--- src/imt_pkg.sv ---
// Shared types, codes and constants of the interval mode table.
package imt_pkg;

	// Parameter line: ONE_VAL stands for 1.0
	localparam int FRAC_BITS = 16;
	localparam int VAL_W     = FRAC_BITS + 1;
	localparam int TOL_W     = 12;
	localparam int MODE_W    = 3;
	localparam int KIND_W    = 2;

	localparam logic [VAL_W-1:0] ONE_VAL   = {1'b1, {FRAC_BITS{1'b0}}};
	localparam logic [TOL_W-1:0] TOL_RESET = 12'd66;

	// Operation codes
	localparam logic [MODE_W-1:0] MODE_ADD     = 3'd0;
	localparam logic [MODE_W-1:0] MODE_REMOVE  = 3'd1;
	localparam logic [MODE_W-1:0] MODE_VISIBLE = 3'd2;
	localparam logic [MODE_W-1:0] MODE_BARRIER = 3'd3;
	localparam logic [MODE_W-1:0] MODE_HIDDEN  = 3'd4;

	localparam logic [KIND_W-1:0] KIND_HIDDEN = 2'd0;

	typedef struct packed {
		logic [MODE_W-1:0] mode;
		logic [VAL_W-1:0]  range_lo;
		logic [VAL_W-1:0]  range_hi;
		logic [KIND_W-1:0] line_kind;
	} op_t;

	typedef struct packed {
		logic [VAL_W-1:0] out_lo;
		logic [VAL_W-1:0] out_hi;
		logic             range_valid;
		logic             is_covered;
		logic             table_full;
		logic             last_item;
	} res_t;

	typedef struct packed {
		logic [VAL_W-1:0]  lo;
		logic [VAL_W-1:0]  hi;
		logic [KIND_W-1:0] kind;
	} entry_t;

	typedef enum logic [3:0] {
		ST_IDLE,
		ST_DISP,
		ST_P1_RD,
		ST_P1_EX,
		ST_INS,
		ST_P2_RD,
		ST_P2_EX,
		ST_FLUSH,
		ST_COMMIT,
		ST_Q_RD,
		ST_Q_EX,
		ST_FIN_U,
		ST_FIN_G,
		ST_FIN_P
	} state_t;

	typedef enum logic [3:0] {
		ACT_NONE,
		ACT_START,
		ACT_P1,
		ACT_INS,
		ACT_P2,
		ACT_FLUSH,
		ACT_COMMIT,
		ACT_Q,
		ACT_FIN_U,
		ACT_FIN_G,
		ACT_FIN_P
	} act_t;

	typedef struct packed {
		act_t act;
		logic fire;
	} cmd_t;

	typedef struct packed {
		logic is_edit;
		logic is_query;
		logic is_test_scan;
		logic has_entries;
		logic cut;
		logic idx_end;
		logic push_need;
		logic out_free;
	} stat_t;

endpackage

--- src/imt_ctrl.sv ---
// Controller state machine that sequences the table passes.
module imt_ctrl (
	input  logic           clk,
	input  logic           arst_n,
	input  logic           op_valid,
	output logic           op_stall,
	input  imt_pkg::stat_t st,
	output imt_pkg::cmd_t  cmd
);

	imt_pkg::state_t state_q;
	imt_pkg::state_t state_d;
	logic            go;

	// Hold a step while its result beat has no room
	assign go       = !st.push_need || st.out_free;
	assign op_stall = state_q != imt_pkg::ST_IDLE;

	always_ff @(posedge clk or negedge arst_n) begin
		if (!arst_n) begin
			state_q <= imt_pkg::ST_IDLE;
		end else begin
			state_q <= state_d;
		end
	end

	// Next state and command
	always_comb begin
		state_d  = state_q;
		cmd.act  = imt_pkg::ACT_NONE;
		cmd.fire = 1'b0;
		case (state_q)
			imt_pkg::ST_IDLE: begin
				cmd.act  = imt_pkg::ACT_START;
				cmd.fire = op_valid;
				if (op_valid) begin
					state_d = imt_pkg::ST_DISP;
				end
			end
			imt_pkg::ST_DISP: begin
				if (st.is_edit) begin
					state_d = st.has_entries ? imt_pkg::ST_P1_RD : imt_pkg::ST_INS;
				end else if (st.is_query) begin
					state_d = st.has_entries ? imt_pkg::ST_Q_RD : imt_pkg::ST_FIN_U;
				end else if (st.is_test_scan && st.has_entries) begin
					state_d = imt_pkg::ST_Q_RD;
				end else begin
					state_d = imt_pkg::ST_FIN_P;
				end
			end
			imt_pkg::ST_P1_RD: begin
				state_d = imt_pkg::ST_P1_EX;
			end
			imt_pkg::ST_P1_EX: begin
				cmd.act  = imt_pkg::ACT_P1;
				cmd.fire = 1'b1;
				state_d  = st.idx_end ? imt_pkg::ST_INS : imt_pkg::ST_P1_RD;
			end
			imt_pkg::ST_INS: begin
				cmd.act  = imt_pkg::ACT_INS;
				cmd.fire = 1'b1;
				state_d  = (st.cut && st.has_entries) ? imt_pkg::ST_P2_RD : imt_pkg::ST_FLUSH;
			end
			imt_pkg::ST_P2_RD: begin
				state_d = imt_pkg::ST_P2_EX;
			end
			imt_pkg::ST_P2_EX: begin
				cmd.act  = imt_pkg::ACT_P2;
				cmd.fire = 1'b1;
				state_d  = st.idx_end ? imt_pkg::ST_FLUSH : imt_pkg::ST_P2_RD;
			end
			imt_pkg::ST_FLUSH: begin
				cmd.act  = imt_pkg::ACT_FLUSH;
				cmd.fire = 1'b1;
				state_d  = imt_pkg::ST_COMMIT;
			end
			imt_pkg::ST_COMMIT: begin
				cmd.act  = imt_pkg::ACT_COMMIT;
				cmd.fire = 1'b1;
				state_d  = imt_pkg::ST_FIN_P;
			end
			imt_pkg::ST_Q_RD: begin
				state_d = imt_pkg::ST_Q_EX;
			end
			imt_pkg::ST_Q_EX: begin
				cmd.act  = imt_pkg::ACT_Q;
				cmd.fire = go;
				if (go) begin
					state_d = st.idx_end ? imt_pkg::ST_FIN_U : imt_pkg::ST_Q_RD;
				end
			end
			imt_pkg::ST_FIN_U: begin
				cmd.act  = imt_pkg::ACT_FIN_U;
				cmd.fire = go;
				if (go) begin
					state_d = st.is_query ? imt_pkg::ST_FIN_G : imt_pkg::ST_FIN_P;
				end
			end
			imt_pkg::ST_FIN_G: begin
				cmd.act  = imt_pkg::ACT_FIN_G;
				cmd.fire = go;
				if (go) begin
					state_d = imt_pkg::ST_FIN_P;
				end
			end
			imt_pkg::ST_FIN_P: begin
				cmd.act  = imt_pkg::ACT_FIN_P;
				cmd.fire = go;
				if (go) begin
					state_d = imt_pkg::ST_IDLE;
				end
			end
			default: begin
				state_d = imt_pkg::ST_IDLE;
			end
		endcase
	end

endmodule

--- config.mk ---
export PLATFORM = sky130hd
export DESIGN_NAME = imt_ctrl
export DESIGN_NICKNAME = d
export VERILOG_FILES = /design/src/imt_pkg.sv /design/src/imt_ctrl.sv
export SDC_FILE = /design/constraint.sdc
export NUM_CORES = 1
export LEC_CHECK = 0
export BUFFER_PORTS_ARGS = -buffer_cell sky130_fd_sc_hd__buf_4
export CAP_MARGIN = 20
export CORE_AREA = 8 8 45 47
export DETAILED_ROUTE_END_ITERATION = 10
export DIE_AREA = 0 0 53 55
export GPL_TIMING_DRIVEN = 0
export PLACE_DENSITY = 0.67
export SLEW_MARGIN = 20
export SYNTH_ARGS = -nofsm -noshare
export SYNTH_HDL_FRONTEND = slang
export SYNTH_SLANG_ARGS = --single-unit
--- constraint.sdc ---
create_clock -name clk -period 2.7 [get_ports clk]
set_clock_uncertainty 0.1 [all_clocks]
set_input_delay 0.135 -clock clk [delete_from_list [all_inputs] [get_ports clk]]
set_output_delay 0.135 -clock clk [all_outputs]
set_load 0.02 [all_outputs]
[After elaboration in Yosys (flattened, before gate mapping)]
Index checks and enable logic that the tools add are counted.
Word-level totals
  bits in registers: 4
  output and inout bits: 6
  RAM bits: 0
  ROM bits: 0
  bits in latches: 0
  logic and storage cells: 43
  input port bits: 11
  memories: 0
Cells by class
  mux-type cells: 17
  equality and inequality tests: 18
  order comparisons: 0
  $mul: 0
  reduce and logical (&&, ||, !) cells: 7
  div/mod/pow operators: 0
  shifts and indexed selects: 0
  bitwise operators: 0
  $add $sub $neg: 0
Operators with widths (number)
  $pmux 4 s14: 1
  $pmux 5 s10: 1
  $eq 4x4->1 const B: 6
  $mux 4: 6
  $eq 4x3->1 const B: 4
  $mux 3: 4
  $ne 2x2->1 const B: 5
  $eq 4x2->1 const B: 2
  $mux 2: 4
  $reduce_and 5->1: 1
  $eq 4x1->1 const B: 1
  $logic_not 4->1: 1
  $reduce_bool 4->1: 1
  $logic_and 1x1->1: 2
  $logic_not 1->1: 1
  $logic_or 1x1->1: 1
  $mux 1: 1

[Depth between registers and ports, before layout]
  depth in word-level cells: 5
  gate-level depth with buffers: 6
  depth with buffers taken out: 4

[Least setup slack after synthesis]
OpenSTA, ideal clock, no wires.
  path kind: reg-to-output
  from: register state_q[3]
  to: output port cmd[0] in the netlist's numbering
  setup slack: 1153 ps
  buffers on the path: 2
  cell stages (with the launch flop): 7
  data arrival time: 1312 ps
  cells stage by stage: dfrtp_1 buf_6 clkbuf_8 nor2_1 nor2_1 a21oi_1 o311ai_1
RTL lines
  start: declaration: RTL line imt_ctrl.sv:11  | imt_pkg::state_t state_q;
  start signal: assignment: RTL line imt_ctrl.sv:21  | state_q <= imt_pkg::ST_IDLE;
  start signal: assignment: RTL line imt_ctrl.sv:23  | state_q <= state_d;
  end: declaration: RTL line imt_ctrl.sv:8  | output imt_pkg::cmd_t cmd

==> reports/qor.csv <==
stage,metric,value,unit
logic_synthesis,fraction of the yosys area taken by sequential cells,0.182,
logic_synthesis,distinct cell type count of the synthesized netlist,29,
logic_synthesis,most common flop cell mapped by yosys,dfrtp_1,
sta,number of hold-slack violations in the final timing report,0,
logic_synthesis,number of enable-type register cells in the synthesized netlist,0,
power,Seq pwr share,0.112,
sta,number of pins exceeding their max-slew limit in the final report,0,
clock_network,Max clock buf depth,2,
final_layout,net count reported at finish,113,
final_layout,layout-stage area growth over the synthesis result,31.4,%
final_layout,largest registers ranked by flip-flop count,state_q: 4 flops,
sta,Rel. slew slack,0.839,
power,Worst IR Drop VDD,0.579,mV
sta,post-route minimum period,1780,ps
logic_synthesis,commonest cells in the synthesized netlist,"nor2_1, a21oi_1, o21ai_0, nand2_1",
die,initial core utilization,0.397,
final_layout,Largest register FFs,4,
power,Comb power frac,0.812,
power,fraction of power spent switching nets,0.484,
logic_synthesis,Synth top area share,0.182,
routing,via count of the routed design,642,
global_route,global-route congestion overflow total,0,
logic_synthesis,register bit total from synthesis,4,
sta,worst hold-check slack,136,ps
logic_synthesis,post-synth net total,91,
sta,actual transition at the worst max-transition pin,240,ps
clock_network,TritonCTS buffer count,3,
run,Max-Cap Viols,0,
place,final weighted congestion in routability-driven placement,0.864,
sta,unrepaired setup endpoints after global routing,no,
setup_path,Worst R2R Setup Slack,1270,ps
logic_synthesis,Synth area leader,dfrtp_1,
final_layout,layout cells sized above 1,0.330,
routing,remaining antenna violation count after routing,0,
routing,wire per inst,13.0,um
clock_network,clock net sink count,4,
global_route,number of global-route vias before repair,605,
routing,DRC marker count from the first detailed-route iteration,9,
clock_network,root buffer cell,clkbuf_4,
setup_path,capture instance of the worst register-to-register path,state_q[0],
logic_synthesis,average footprint of a synthesized cell,6.87,um^2
power,Leak,0.327,nW
die,DIE AREA,2920,um^2
die,number of rows created at floorplan,14,
setup_path,data required time of the critical path,2470,ps
clock_network,Skew-Pair Late Insertion Delay,230,ps
sta,Final Cycle Share,0.659,
routing,routed via count divided by cell count,5.53,
sta,total of endpoints with negative setup slack in the final report,0,
global_route,GRT Util Overall,0.118,
logic_synthesis,fraction of synthesis flops using an asynchronous set or reset pin,1.00,
logic_synthesis,most frequent cell after synthesis,nor2_1,
final_layout,diodes inserted,0,
routing,DRC violation count after routing,0,
logic_synthesis,ranking of synthesized cells by area,"dfrtp_1, a21oi_1, o21ai_0, nor2_1, nor2b_1",
die,top-level I/O count,17,
setup_path,Worst Setup Start Kind,flop,
clock_network,CTS tree,yes,
power,net load switching power,0.462,mW
sta,achievable clock frequency,562,MHz
logic_synthesis,Yosys warning total,0,
outcome,status,"complete, no violations",
worst_hold_path,class of the tightest hold or removal check,input pin to asynchronous set/reset pin,
setup_path,Arrival @ worst endpoint,1540,ps
setup_path,start of the worst register-to-register path,state_q[3],
place,HPWL after DPL,1130,um
die,area of the core,1380,um^2
logic_synthesis,number of instances in the synthesized netlist,80,
global_route,first-pass GRT wire length,2710,um
setup_path,number of cells traversed by the worst register-to-register path,6,
sta,setup TNS,0,ps
power,part of the total power dissipated in the clock network,0.076,
routing,final WL,1510,um
setup_path,endpoint type of the worst setup path,primary output,
logic_synthesis,"Cell Area, Synth",549,um^2
place,IO Port Bufs,16,
die,horizontal die dimension,53,um
clock_network,Post-CTS Setup Bufs,0,
clock_network,CTS H-tree depth,1,
setup_path,maximum fanout along the worst path,10,
global_route,number of antenna violations at the first check in global routing,0,
power,Cell Int Power,0.493,mW
clock_network,number of gates resized after cts,0,
global_route,maximum number of pins on one net before global-route repair,11,
routing,count of TritonRoute iterations in the first routing pass,4,
clock_network,clock transition at the register clock pins on the worst setup and hold paths after CTS,40,ps
die,vertical die dimension,55,um
power,PwrDens,1320,nW/um^2
setup_path,type of the worst setup path,flop to primary output,
final_layout,largest register by flop count,state_q,
## kinds of logic (layout without fill, tap and decap cells)
group | Yosys count | in the layout | share of synthesized area
xor+xnor | 1 | 1 | 0.0159
simple gates | 33 | 33 | 0.317
compound gates | 31 | 31 | 0.346
flops | 4 | 4 | 0.182
buf+inv | 11 | 31 | 0.139
## through the flow
stage                     setup slack (ps)  std cells   util  area (um^2)  total power [mW]
after floorplan                       1150         80      -          549             0.671
after global placement                1200        112  0.498          689             0.876
after detailed placement              1200        112  0.498          689             0.879
after CTS                              934        116  0.522          722             0.959
after global routing                   765        116  0.522          722              1.06
final                                  922        116  0.522          722             0.954
## cell usage in the layout, fill, tap and decap left out
cell / n
nand4_1: 1
o22ai_1: 2
nand2b_1: 2
o21a_1: 1
a311oi_1: 1
xor2_1: 1
nand3b_1: 1
clkbuf_8: 1
or2b_1: 1
and2b_2: 3
a22o_1: 3
inv_1: 2
nand3_1: 2
or3_1: 1
buf_4: 17
a22oi_1: 1
o221a_2: 1
nor2b_1: 5
nor2_1: 10
or2_2: 1
dfrtp_1: 4
o31ai_1: 1
nand2_1: 6
clkbuf_4: 3
a21oi_1: 9
buf_2: 5
o21ai_1: 2
o311ai_1: 1
dlygate4sd3_1: 1
o21ai_0: 9
buf_6: 2
## worst max-delay path by stage
stage          endpoint        from
4_1_cts          cmd[1]  state_q[2]
6_report         cmd[1]  state_q[2]
3_5_place_dp     cmd[1]  state_q[2]
2_1_floorplan    cmd[0]  state_q[3]
5_1_grt          cmd[1]  state_q[2]
3_3_place_gp     cmd[0]  state_q[3]
## what timing repair did
| action | 4_1_cts | 5_1_grt |
|---|---|---|
| endpoints found under the hold margin | 4 | 0 |
| setup endpoints to repair | 0 | 0 |
| hold buffers | 1 | 0 |
## layout make-up
cell class | instances | area, um^2
well taps | 16 | 20.0
repair buffers | 17 | 130
fillers | 162 | 662
clock buffers | 3 | 22.5
multi-input cells | 65 | 373
inverters | 2 | 7.51
flip-flops and latches | 4 | 100
plain buffers | 9 | 68.8
## critical path, cell delays in order, from the launching register on
cell,delay (ps)
dfrtp_1,390
buf_4,180
or2b_1,260
o21ai_0,190
a22o_1,160
buf_4,140
## power groups by stage
stage	registers, mW	clock network [mW]	logic (mW)
2_1_floorplan	0.103	0	0.568
3_3_place_gp	0.108	0	0.768
3_5_place_dp	0.106	0	0.773
4_1_cts	0.107	0.0760	0.776
5_1_grt	0.112	0.0802	0.871
6_report	0.107	0.0723	0.775
## layer usage
metal | GRT usage | part of all wire | vias to the layer above
met3 | 0.0267 | 0.056 | 0
met1 | 0.160 | 0.46 | 293
li1 | - | - | 323
met2 | 0.178 | 0.48 | 26
met5 | 0 | 0 | -
met4 | 0.0474 | 0 | 0
Power figures use the tool's default switching activity.
