## config.mk

```make
export PLATFORM = sky130hd
export DESIGN_NAME = imt_dp
export DESIGN_NICKNAME = d
export VERILOG_FILES = /design/src/imt_pkg.sv /design/src/imt_ram.sv /design/src/imt_dp.sv
export SDC_FILE = /design/constraint.sdc
export NUM_CORES = 2
export LEC_CHECK = 0
export BUFFER_PORTS_ARGS = -buffer_cell sky130_fd_sc_hd__clkbuf_2
export CORE_MARGIN = 4
export CORE_UTILIZATION = 45
export CTS_CLUSTER_SIZE = 40
export DETAILED_ROUTE_END_ITERATION = 16
export PLACE_DENSITY_LB_ADDON = 0.15
export SLEW_MARGIN = 20
export SYNTH_ARGS = -nofsm -noshare
export SYNTH_HDL_FRONTEND = slang
export SYNTH_SLANG_ARGS = --single-unit
```

## constraint.sdc

```tcl
create_clock -name clk -period 12.4 [get_ports clk]
set_clock_uncertainty 0.15 [all_clocks]
set_input_delay 2.48 -clock clk [delete_from_list [all_inputs] [get_ports clk]]
set_output_delay 2.48 -clock clk [all_outputs]
set_load 0.03 [all_outputs]
```

## src/imt_pkg.sv

```systemverilog
// Shared types, codes and constants of the interval mode table.
package imt_pkg;

	// Parameter line: ONE_VAL stands for 1.0
	localparam int FRAC_BITS = 16;
	localparam int VAL_W     = FRAC_BITS + 1;
	localparam int TOL_W     = 12;
	localparam int MODE_W    = 3;
	localparam int KIND_W    = 2;

	localparam logic [VAL_W-1:0] ONE_VAL   = {1'b1, {FRAC_BITS{1'b0}}};
	localparam logic [TOL_W-1:0] TOL_RESET = 12'd66;

	// Operation codes
	localparam logic [MODE_W-1:0] MODE_ADD     = 3'd0;
	localparam logic [MODE_W-1:0] MODE_REMOVE  = 3'd1;
	localparam logic [MODE_W-1:0] MODE_VISIBLE = 3'd2;
	localparam logic [MODE_W-1:0] MODE_BARRIER = 3'd3;
	localparam logic [MODE_W-1:0] MODE_HIDDEN  = 3'd4;

	localparam logic [KIND_W-1:0] KIND_HIDDEN = 2'd0;

	typedef struct packed {
		logic [MODE_W-1:0] mode;
		logic [VAL_W-1:0]  range_lo;
		logic [VAL_W-1:0]  range_hi;
		logic [KIND_W-1:0] line_kind;
	} op_t;

	typedef struct packed {
		logic [VAL_W-1:0] out_lo;
		logic [VAL_W-1:0] out_hi;
		logic             range_valid;
		logic             is_covered;
		logic             table_full;
		logic             last_item;
	} res_t;

	typedef struct packed {
		logic [VAL_W-1:0]  lo;
		logic [VAL_W-1:0]  hi;
		logic [KIND_W-1:0] kind;
	} entry_t;

	typedef enum logic [3:0] {
		ST_IDLE,
		ST_DISP,
		ST_P1_RD,
		ST_P1_EX,
		ST_INS,
		ST_P2_RD,
		ST_P2_EX,
		ST_FLUSH,
		ST_COMMIT,
		ST_Q_RD,
		ST_Q_EX,
		ST_FIN_U,
		ST_FIN_G,
		ST_FIN_P
	} state_t;

	typedef enum logic [3:0] {
		ACT_NONE,
		ACT_START,
		ACT_P1,
		ACT_INS,
		ACT_P2,
		ACT_FLUSH,
		ACT_COMMIT,
		ACT_Q,
		ACT_FIN_U,
		ACT_FIN_G,
		ACT_FIN_P
	} act_t;

	typedef struct packed {
		act_t act;
		logic fire;
	} cmd_t;

	typedef struct packed {
		logic is_edit;
		logic is_query;
		logic is_test_scan;
		logic has_entries;
		logic cut;
		logic idx_end;
		logic push_need;
		logic out_free;
	} stat_t;

endpackage

```

## src/imt_ram.sv

```systemverilog
// Generic single-write, single-read RAM with registered read data.
module imt_ram #(
	parameter int WIDTH = 36,
	parameter int DEPTH = 32
) (
	input  logic                     clk,
	input  logic                     we,
	input  logic [$clog2(DEPTH)-1:0] waddr,
	input  logic [WIDTH-1:0]         wdata,
	input  logic [$clog2(DEPTH)-1:0] raddr,
	output logic [WIDTH-1:0]         rdata
);

	logic [WIDTH-1:0] mem_q [DEPTH];

	// Write port
	always_ff @(posedge clk) begin
		if (we) begin
			mem_q[waddr] <= wdata;
		end
	end

	// Registered read port
	always_ff @(posedge clk) begin
		rdata <= mem_q[raddr];
	end

endmodule

```

## src/imt_dp.sv

```systemverilog
// Datapath: table banks, cut and merge logic, union and gap logic, result register.
module imt_dp #(
	parameter int TABLE_DEPTH = 16
) (
	input  logic                            clk,
	input  logic                            arst_n,
	input  imt_pkg::cmd_t                   cmd,
	output imt_pkg::stat_t                  st,
	input  imt_pkg::op_t                    op_data,
	input  logic                            cfg_valid,
	input  logic [imt_pkg::TOL_W-1:0]       cfg_data,
	input  logic                            res_stall,
	output logic                            res_valid,
	output imt_pkg::res_t                   res_data
);

	localparam int AW = $clog2(TABLE_DEPTH);
	localparam int CW = $clog2(TABLE_DEPTH + 1);
	localparam int V  = imt_pkg::VAL_W;
	localparam int S  = V + 1;
	localparam logic [CW-1:0] DEPTH_C = CW'(TABLE_DEPTH);

	// Control registers
	logic [imt_pkg::TOL_W-1:0] tol_q;
	logic                      bank_q;
	logic [CW-1:0]             count_q;
	logic [AW-1:0]             idx_q;
	logic [CW-1:0]             widx_q;
	logic                      ovf_q;
	logic                      m_have_q;
	logic                      u_have_q;
	logic                      pend_v_q;
	logic                      cov_q;
	logic                      out_v_q;

	// Payload registers
	imt_pkg::op_t   op_q;
	imt_pkg::entry_t m_cur_q;
	logic [V-1:0]   ulo_q;
	logic [V-1:0]   uhi_q;
	logic [V-1:0]   last_q;
	logic [V-1:0]   pend_lo_q;
	logic [V-1:0]   pend_hi_q;
	imt_pkg::res_t  out_q;

	// Combinational
	imt_pkg::entry_t e;
	imt_pkg::entry_t item;
	imt_pkg::op_t    op_sat;
	imt_pkg::res_t   out_d;
	logic [$bits(imt_pkg::entry_t)-1:0] rd_data;
	logic [V-1:0] lo, hi, tlo, thi, d_abs, new_last, em_lo, em_hi;
	logic [S-1:0] tol_s;
	logic [V-1:0] tol_v;
	logic is_edit, is_insert, is_visible, is_barrier, is_query, is_test, hidden_only, cut;
	logic e_below, e_above, b_keep, c_keep, item_v, m_join, m_write, ram_we;
	logic uv, sep, fin_en, fin_emit, fin_cov, g_emit, emit_v, out_load, idx_end, scan_act;

	// Decode the held operation
	assign lo          = op_q.range_lo;
	assign hi          = op_q.range_hi;
	assign is_edit     = (op_q.mode == imt_pkg::MODE_ADD) || (op_q.mode == imt_pkg::MODE_REMOVE);
	assign is_insert   = (op_q.mode == imt_pkg::MODE_ADD);
	assign is_visible  = (op_q.mode == imt_pkg::MODE_VISIBLE);
	assign is_barrier  = (op_q.mode == imt_pkg::MODE_BARRIER);
	assign is_query    = is_visible || is_barrier;
	assign is_test     = (op_q.mode == imt_pkg::MODE_HIDDEN);
	assign hidden_only = is_barrier || is_test;
	assign cut         = hi > lo;
	assign tlo         = (lo < hi) ? lo : hi;
	assign thi         = (lo < hi) ? hi : lo;
	assign tol_s       = S'(tol_q);
	assign tol_v       = V'(tol_q);
	assign e           = imt_pkg::entry_t'(rd_data);

	// Saturate incoming range ends to 1.0
	always_comb begin
		op_sat = op_data;
		if (op_data.range_lo > imt_pkg::ONE_VAL) begin
			op_sat.range_lo = imt_pkg::ONE_VAL;
		end
		if (op_data.range_hi > imt_pkg::ONE_VAL) begin
			op_sat.range_hi = imt_pkg::ONE_VAL;
		end
	end

	// Cut tests against the current table entry
	assign e_below = e.hi <= lo;
	assign e_above = e.lo >= hi;
	assign b_keep  = ({1'b0, e.lo} + tol_s) < {1'b0, lo};
	assign c_keep  = {1'b0, e.hi} > ({1'b0, hi} + tol_s);

	// Pick the item that enters the merge
	always_comb begin
		item_v = 1'b0;
		item   = e;
		case (cmd.act)
			imt_pkg::ACT_P1: begin
				if (!cut || e_below) begin
					item_v = 1'b1;
				end else if (!e_above) begin
					item_v  = b_keep;
					item.hi = lo;
				end
			end
			imt_pkg::ACT_P2: begin
				if (e_above) begin
					item_v = 1'b1;
				end else if (!e_below) begin
					item_v  = c_keep;
					item.lo = hi;
				end
			end
			imt_pkg::ACT_INS: begin
				item_v    = is_insert && cut;
				item.lo   = lo;
				item.hi   = hi;
				item.kind = op_q.line_kind;
			end
			default: begin
			end
		endcase
	end

	// Same-kind merge and write into the spare bank
	assign m_join  = m_have_q && (item.kind == m_cur_q.kind)
		&& ({1'b0, item.lo} <= ({1'b0, m_cur_q.hi} + tol_s));
	assign m_write = cmd.fire && m_have_q
		&& ((item_v && !m_join) || (cmd.act == imt_pkg::ACT_FLUSH));
	assign ram_we  = m_write && !ovf_q && (widx_q != DEPTH_C);

	imt_ram #(
		.WIDTH($bits(imt_pkg::entry_t)),
		.DEPTH(2 << AW)
	) u_ram (
		.clk   (clk),
		.we    (ram_we),
		.waddr ({~bank_q, widx_q[AW-1:0]}),
		.wdata (m_cur_q),
		.raddr ({bank_q, idx_q}),
		.rdata (rd_data)
	);

	// Union of table entries for the queries
	assign uv  = (cmd.act == imt_pkg::ACT_Q) && (!hidden_only || (e.kind == imt_pkg::KIND_HIDDEN));
	assign sep = (uhi_q < e.lo) && ((e.lo - uhi_q) >= tol_v);
	assign fin_en = ((cmd.act == imt_pkg::ACT_Q) && uv && u_have_q && sep)
		|| ((cmd.act == imt_pkg::ACT_FIN_U) && u_have_q);

	// Close one union segment: gap before it, or containment
	always_comb begin
		d_abs    = (last_q > ulo_q) ? (last_q - ulo_q) : (ulo_q - last_q);
		fin_emit = 1'b0;
		new_last = uhi_q;
		if (is_visible) begin
			fin_emit = d_abs >= tol_v;
		end else if (is_barrier) begin
			fin_emit = {1'b0, ulo_q} > ({1'b0, last_q} + tol_s);
			new_last = (uhi_q > last_q) ? uhi_q : last_q;
		end
		fin_cov = is_test && (({1'b0, tlo} + tol_s) >= {1'b0, ulo_q})
			&& ({1'b0, thi} <= ({1'b0, uhi_q} + tol_s));
		g_emit = is_visible ? ((imt_pkg::ONE_VAL - last_q) >= tol_v)
			: (({1'b0, last_q} + tol_s) < {1'b0, imt_pkg::ONE_VAL});
	end

	assign emit_v = (fin_en && fin_emit && is_query)
		|| ((cmd.act == imt_pkg::ACT_FIN_G) && g_emit);
	assign em_lo  = last_q;
	assign em_hi  = (cmd.act == imt_pkg::ACT_FIN_G) ? imt_pkg::ONE_VAL : ulo_q;

	// Result beat to load
	always_comb begin
		out_d = '0;
		out_d.last_item = 1'b1;
		if (cmd.act != imt_pkg::ACT_FIN_P) begin
			out_d.out_lo      = pend_lo_q;
			out_d.out_hi      = pend_hi_q;
			out_d.range_valid = 1'b1;
			out_d.last_item   = 1'b0;
		end else if (is_edit) begin
			out_d.table_full = ovf_q;
		end else if (is_query && pend_v_q) begin
			out_d.out_lo      = pend_lo_q;
			out_d.out_hi      = pend_hi_q;
			out_d.range_valid = 1'b1;
		end else if (is_test) begin
			out_d.is_covered = cov_q;
		end
	end

	assign out_load = cmd.fire
		&& ((emit_v && pend_v_q) || (cmd.act == imt_pkg::ACT_FIN_P));
	assign scan_act = (cmd.act == imt_pkg::ACT_P1) || (cmd.act == imt_pkg::ACT_P2)
		|| (cmd.act == imt_pkg::ACT_Q);
	assign idx_end  = (CW'(idx_q) == (count_q - CW'(1)));

	// Status to the controller
	assign st.is_edit      = is_edit;
	assign st.is_query     = is_query;
	assign st.is_test_scan = is_test && (lo != hi);
	assign st.has_entries  = count_q != '0;
	assign st.cut          = cut;
	assign st.idx_end      = idx_end;
	assign st.push_need    = (emit_v && pend_v_q) || (cmd.act == imt_pkg::ACT_FIN_P);
	assign st.out_free     = !out_v_q || !res_stall;

	assign res_valid = out_v_q;
	assign res_data  = out_q;

	// Control state
	always_ff @(posedge clk or negedge arst_n) begin
		if (!arst_n) begin
			tol_q    <= imt_pkg::TOL_RESET;
			bank_q   <= 1'b0;
			count_q  <= '0;
			idx_q    <= '0;
			widx_q   <= '0;
			ovf_q    <= 1'b0;
			m_have_q <= 1'b0;
			u_have_q <= 1'b0;
			pend_v_q <= 1'b0;
			cov_q    <= 1'b0;
			out_v_q  <= 1'b0;
		end else begin
			if (cfg_valid) begin
				tol_q <= cfg_data;
			end
			if (out_load) begin
				out_v_q <= 1'b1;
			end else if (!res_stall) begin
				out_v_q <= 1'b0;
			end
			if (cmd.fire) begin
				if (cmd.act == imt_pkg::ACT_START) begin
					idx_q    <= '0;
					widx_q   <= '0;
					ovf_q    <= 1'b0;
					m_have_q <= 1'b0;
					u_have_q <= 1'b0;
					pend_v_q <= 1'b0;
					cov_q    <= 1'b0;
				end
				if (scan_act) begin
					idx_q <= idx_end ? '0 : idx_q + AW'(1);
				end
				if (item_v) begin
					m_have_q <= 1'b1;
				end
				if (m_write) begin
					if (widx_q == DEPTH_C) begin
						ovf_q <= 1'b1;
					end else begin
						widx_q <= widx_q + CW'(1);
					end
				end
				if (cmd.act == imt_pkg::ACT_COMMIT && !ovf_q) begin
					bank_q  <= ~bank_q;
					count_q <= widx_q;
				end
				if (uv) begin
					u_have_q <= 1'b1;
				end
				if (emit_v) begin
					pend_v_q <= 1'b1;
				end
				if (fin_en && fin_cov) begin
					cov_q <= 1'b1;
				end
			end
		end
	end

	// Payload registers
	always_ff @(posedge clk) begin
		if (out_load) begin
			out_q <= out_d;
		end
		if (cmd.fire) begin
			if (cmd.act == imt_pkg::ACT_START) begin
				op_q   <= op_sat;
				last_q <= '0;
			end
			if (item_v) begin
				if (!m_have_q || !m_join) begin
					m_cur_q <= item;
				end else if (item.hi > m_cur_q.hi) begin
					m_cur_q.hi <= item.hi;
				end
			end
			if (uv) begin
				if (!u_have_q || sep) begin
					ulo_q <= e.lo;
					uhi_q <= e.hi;
				end else if (e.hi > uhi_q) begin
					uhi_q <= e.hi;
				end
			end
			if (fin_en) begin
				last_q <= new_last;
			end
			if (emit_v) begin
				pend_lo_q <= em_lo;
				pend_hi_q <= em_hi;
			end
		end
	end

	// A result beat never lands on one that is still stalled
	assert property (@(posedge clk) disable iff (!arst_n)
		out_load |-> (!out_v_q || !res_stall))
		else $error("result beat overwritten");

	// Entry count stays within the table
	assert property (@(posedge clk) disable iff (!arst_n)
		count_q <= DEPTH_C)
		else $error("entry count beyond table depth");

	// An overflowing edit leaves the table as it was
	assert property (@(posedge clk) disable iff (!arst_n)
		(cmd.fire && (cmd.act == imt_pkg::ACT_COMMIT) && ovf_q)
		|=> ($stable(count_q) && $stable(bank_q)))
		else $error("overflowing edit changed the table");

endmodule

```

# Word-level counts from Yosys, hierarchy flattened
# Memory sizes are Yosys's and may differ from the RTL's. A register that Yosys moved wholly into a read port is not among the register bits.
# Index checks and enable logic that the tools add are counted.
dict set report op_classes {
  add_sub_neg 13
  order_cmp 21
  n_eq_ne 22
  n_mux 51
  n_bitwise 3
  n_reduce_logical 73
}
# operator count
set ops {}
lappend ops {{two-way mux 17 bit} 16}
lappend ops {{adder 17 x 12 -> 18 bit} 6}
lappend ops {{> comparator 17 bit} 5}
lappend ops {{two-way mux 35 bit} 2}
lappend ops {{one-hot mux 17 bit (2 select lines)} 2}
lappend ops {{greater-or-equal comparator 17 x 12 -> 1 bit} 3}
lappend ops {{subtractor 17 bit} 3}
lappend ops {{> comparator 17 x 18 -> 1 bit} 2}
lappend ops {{<= comparator 17 x 18 -> 1 bit} 2}
lappend ops {{two-way mux 36 bit} 1}
lappend ops {{> comparator 17 bit (second input constant)} 2}
lappend ops {{less-than comparator 17 bit} 2}
lappend ops {{logical AND 1 bit} 25}
lappend ops {{two-way mux 1 bit} 22}
lappend ops {{greater-or-equal comparator 18 x 17 -> 1 bit} 1}
lappend ops {{less-than comparator 18 x 17 -> 1 bit} 1}
lappend ops {{less-than comparator 18 x 17 -> 1 bit (second input constant)} 1}
lappend ops {{greater-or-equal comparator 17 bit} 1}
lappend ops {{<= comparator 17 bit} 1}
lappend ops {{!= test 17 bit} 1}
lappend ops {{subtractor 17 bit (first input constant)} 1}
lappend ops {{== test 4 x 3 -> 1 bit (second input constant)} 4}
lappend ops {{AND reduction 2 bit} 8}
lappend ops {{nonzero test 2 bit} 8}
lappend ops {{other kinds (29)} 63}
dict set report word_totals {
  reg_bits 231
  ram_bits 1152
  in_bits 60
  out_inout_bits 47
  elab_cells 213
  n_memories 1
}
# memory depth width rd rd_ports_with_merged_regs write_ports line
set mem_list {}
lappend mem_list {u_ram.mem_q 32 36 1 1 1 imt_ram.sv:14} ;# logic [WIDTH-1:0] mem_q [DEPTH];

# Longest topological paths before layout
dict set report depth {
  word_depth 16
  ltp_mapped 32
  ltp_nobuf 29
}

# Cells and area by module
# From an unflattened synthesis, not the netlist that was laid out.
dict set report unflattened {
  cells_unflattened 4796
  hier_area_um2 66846.6
}
# module n_inst cells_per_inst area_per_inst_um2 seq_area_each_um2
set modules_own_cells {}
lappend modules_own_cells {imt_ram 1 2536 45570.0 35313.9}
lappend modules_own_cells {imt_dp 1 2260 21276.7 6774.0}

# Worst setup path before layout
# Ideal clock, no wire load.
dict set report synth_timing {
  path_type {input to register}
  startpoint {in cmd[2] (netlist name)}
  endpoint {mem u_ram.mem_q[12][0], enable pin}
  setup_ns 0.429
  arrival_ns 7.002
  required_time_ns 11.821
  slack_ns 4.819
  stages 19
  path_buffers 5
  path_cell_list {buf_2 -> nor4bb_1 -> clkbuf_1 -> clkbuf_1 -> clkbuf_1 -> a22oi_1 -> nand2_1 -> ha_1 -> nand2_1 -> nor4_1 -> o31ai_1 -> o2111ai_1 -> a21oi_1 -> a21oi_1 -> nand3_1 -> o21ai_1 -> buf_2 -> nand3_2 -> nor2_1}
}
# element line
set synth_rtl {}
lappend synth_rtl {{start: declaration} imt_dp.sv:7} ;# input imt_pkg::cmd_t cmd,
lappend synth_rtl {{end: declaration} imt_ram.sv:14}

==> qor.yml <==
clock_network:
  ctsResizeCount: 0
  clk_pin_slew_ps: 60
  cts-hold-fix-buffers: 0
  tritoncts.num_buffers: 154
  cts_root_buf: "clkbuf_16"
  cts.sinks: 1419
  tritoncts: "built"
  clockBufferDepth: 3
  cts_max_level: 4
  clock_latency_ps: 790
  postCtsSetupBuffers: 0
sta:
  tightest_slew_ps: 1213
  period_needed_ps: 8729
  rsz0062_at_grt: "false"
  finalSetupViolCount: 0
  max-slew-margin-rel: 0.1829
  period_share: 0.7039
  slew_violations: 0
  finalSetupTns_ps: 0
  final-hold-violation-count: 0
  timing.fmax_mhz: 114.6
synth:
  synth_async_sr_flop_share: 0.02326
  synth_area_per_cell_sq_um: 14.47
  ys_seq_area_frac: 0.6362
  syn-instance-count: 4573
  synth_edf_count: 1350
  syn_nets: 5012
  ys_ff_latch: 1419
  ys.flop_type: "edfxtp_1"
  synth.cell_area_sq_um: 66150
  synth.distinct_cells: 80
  yosysWarnings: 0
drt:
  drtIter0Drc: 3663
  drt-wirelength-per-cell_microns: 27.85
  antenna_left: 0
  drt_first_pass_iters: 6
  viasPerCell: 5.904
  vias: 40190
  drt_drc_violations_left: 0
  routed_wl_microns: 189500
worst_setup_path:
  crit_required_ps: 9770
  critPathCaptureType: "output pin"
  timing.rr.start: "hi[14]"
  critPathMaxFanout: 10
  timing.rr.end: "u_ram.mem_q[30][19]"
  reg2reg_depth: 25
  critPathKind: "register to output pin"
  critPathLaunchType: "register"
  arrival_ps: 6100
  reg2reg_slack_ps: 4260
worst_hold_path:
  hold-path-cell-count: 1
  min_path_type: "register to register"
  holdPathEnd: "res_data[4]"
  min_from: "pend_hi_q[0]"
global_routing:
  grt.overflow.total: 0
  met3_usage: 0.03203
  grt_first_pass_wirelength_microns: 275000
  antenna_found_initial: 7
  grt_pass1_vias: 39270
  grt_use_met2: 0.4018
  grt_max_degree: 96
  use_met1: 0.3471
  grt.total_usage: 0.2463
  busiest_layer: "met2"
run_status:
  status: "finished, final reports clean"
floorplanning:
  initial_core_util: 0.4534
  die_h_microns: 391.4
  rows: 140
  io_pins: 107
  fp.dieW_microns: 391.4
  die-area_sq_um: 153200
  core_area_sq_um: 145900
power_and_ir_drop:
  max-vdd-ir-drop_uv: 138.8
  power-per-cell-area_nw_per_um2: 185.1
  leakagePower_uw: 0.02612
job:
  drv_cap: 0
cells_and_area:
  area_delta_synth_final_pct: 12.71
  finalNonFillerCells: 6806
  fin_util: 0.5110
  nNetsFinal: 5199
  drive_gt1_frac: 0.1476
placement:
  post-dp-hpwl_microns: 128300
  place.gp.congestion: 0.9194
  dp_cells: 6520
  port_buffers: 106
-- layout by cell type, fill, tap and decap left out, types with 12 or more instances in the layout --
master	Yosys	routed
a21o_1	61	61
edfxtp_1	1350	1350
o21bai_1	19	19
nand4_1	45	45
nand2_1	341	340
a211oi_1	18	18
inv_1	184	183
mux2_2	79	79
nand2b_1	29	28
nor4_1	21	21
and2_1	48	46
dfrtp_1	31	26
o21a_1	31	31
dfxtp_1	36	36
mux2i_1	228	228
and3_1	16	16
clkinv_2	0	19
nor2b_1	64	64
clkbuf_16	0	158
o211ai_1	16	16
nand3_1	42	41
nor2_1	163	130
o221ai_1	116	116
nor3_1	44	44
o21ai_0	252	252
o22ai_1	41	41
xor2_1	40	40
xnor2_1	96	96
nor2_4	1	33
and4_1	12	12
ha_1	370	370
mux4_2	144	144
clkbuf_1	136	34
a22oi_1	30	30
clkbuf_2	0	106
a21oi_1	270	269
clkinv_1	0	36
buf_4	4	103
-- Yosys cell counts (7+ instances only) --
| library cell | n | area [sq um] |
|---|---|---|
| o21ai_0 | 252 | 1261 |
| and3_1 | 16 | 100.1 |
| fa_1 | 9 | 180.2 |
| o22ai_1 | 41 | 256.5 |
| nand4_1 | 45 | 281.5 |
| a21oi_1 | 270 | 1351 |
| or3_1 | 10 | 62.56 |
| nand3b_1 | 7 | 52.55 |
| nor3_1 | 44 | 220.2 |
| xor2_1 | 40 | 350.3 |
| dfxtp_1 | 36 | 720.7 |
| mux4_2 | 144 | 3243 |
| nor2_1 | 163 | 611.8 |
| o211ai_1 | 16 | 120.1 |
| a41oi_1 | 9 | 78.83 |
| and4_1 | 12 | 105.1 |
| edfxtp_1 | 1350 | 40540 |
| xnor2_1 | 96 | 840.8 |
| buf_2 | 7 | 35.03 |
| a31oi_1 | 9 | 56.30 |
| o221ai_1 | 116 | 1016 |
| clkbuf_1 | 136 | 510.5 |
| o31ai_1 | 9 | 67.56 |
| nand3_1 | 42 | 210.2 |
| a22o_1 | 7 | 61.31 |
| a211oi_1 | 18 | 135.1 |
| dfrtp_1 | 31 | 775.7 |
| and2_1 | 48 | 300.3 |
| mux2_2 | 79 | 889.6 |
| nand2b_1 | 29 | 181.4 |
| nor2b_1 | 64 | 400.4 |
| mux2i_1 | 228 | 2282 |
| nor4_1 | 21 | 131.4 |
| o21a_1 | 31 | 232.7 |
| a21o_1 | 61 | 457.9 |
| o21bai_1 | 19 | 142.6 |
| a22oi_1 | 30 | 225.2 |
| inv_1 | 184 | 690.7 |
| nand2_1 | 341 | 1280 |
| buf_1 | 34 | 127.6 |
| ha_1 | 370 | 4629 |
-- final cells by class --
| type | instances | area [sq um] |
|---|---|---|
| fillers | 12210 | 71360 |
| flip-flops and latches | 1419 | 42110 |
| multi-input cells | 2788 | 22950 |
| clock buffers | 194 | 4109 |
| well taps | 1917 | 2399 |
| repair buffers | 213 | 1374 |
| clock inverters | 87 | 917.1 |
| inverters | 184 | 690.7 |
| diodes | 4 | 10.01 |
-- per-stage QoR --
| step | power (uW) | setup WS (ps) | hold slack (ps) | instance area, sq um |
|---|---|---|---|---|
| after floorplan | 8047 | 4819 | 279.1 | 66150 |
| after detailed placement | 9327 | 3798 | 354.1 | 69510 |
| after CTS | 13870 | 3712 | 361.0 | 74530 |
| after global placement | 9320 | 3925 | 332.7 | 69490 |
| final | 13800 | 3671 | 361.6 | 74560 |
| after global routing | 14410 | 3318 | 373.3 | 74550 |
-- power by group --
group          internal, uW  switching, uW
clock network          2600           1930
logic                  1390           2080
registers              5430            362
total                  9420           4380
-- sequential cells by signal, indices dropped and copies added, names as in the netlist, 4 cells and up --
name	flops
em_lo	17
pend_hi_q	17
count_q	5
m_cur_q	36
u_ram.rdata	36
u_ram.mem_q	1152
widx_q	5
tol_q	12
hi	17
res_data	38
ulo_q	17
pend_lo_q	17
idx_q	4
lo	17
op_q	5
uhi_q	17
-- worst max path at each step --
| stage | cells past startpoint | startpoint | endpoint |
|---|---|---|---|
| 2_1_floorplan | 19 | cmd[2] | u_ram.mem_q[12][0] |
| 3_3_place_gp | 21 | cmd[1] | u_ram.mem_q[30][24] |
| 3_5_place_dp | 21 | cmd[1] | u_ram.mem_q[30][22] |
| 4_1_cts | 21 | ulo_q[11] | st[1] |
| 5_1_grt | 21 | ulo_q[11] | st[1] |
| 6_report | 17 | tol_q[0] | st[1] |
-- cell families (layout without fill, tap and decap cells) --
family / after synthesis / in the layout / synth area share
DFF: 1419 / 1419 / 0.6362
AOI/OAI and AO/OA: 950 / 950 / 0.09122
and+or+nand+nor: 872 / 872 / 0.06363
muxes: 451 / 451 / 0.09697
adders and majority gates: 379 / 379 / 0.07271
buffers and inverters: 366 / 678 / 0.02124
xor gates and xnor gates: 136 / 136 / 0.01801
other: 0 / 4 / 0
-- metal layers --
| metal | part of all wire | wire length [microns] |
|---|---|---|
| met1 | 0.44 | 82760 |
| met2 | 0.48 | 90850 |
| met3 | 0.055 | 10480 |
| met4 | 0.029 | 5431 |
| met5 | 0.000069 | 13 |
-- critical path, stage by stage, from the launching register on --
cell       delay, ps
dfrtp_1          640
ha_1             370
fa_1             420
a21oi_1          260
o211ai_1         220
a311oi_1         490
nor3_1           140
nand2b_1         190
ha_1             300
a21o_1           110
a21oi_1           60
o21ai_0          370
a2111oi_0        170
o31a_1           330
a31oi_1          180
or3b_2           540
o21ai_1          280
clkbuf_2         260
No activity file was read; power rests on OpenSTA's default activity.
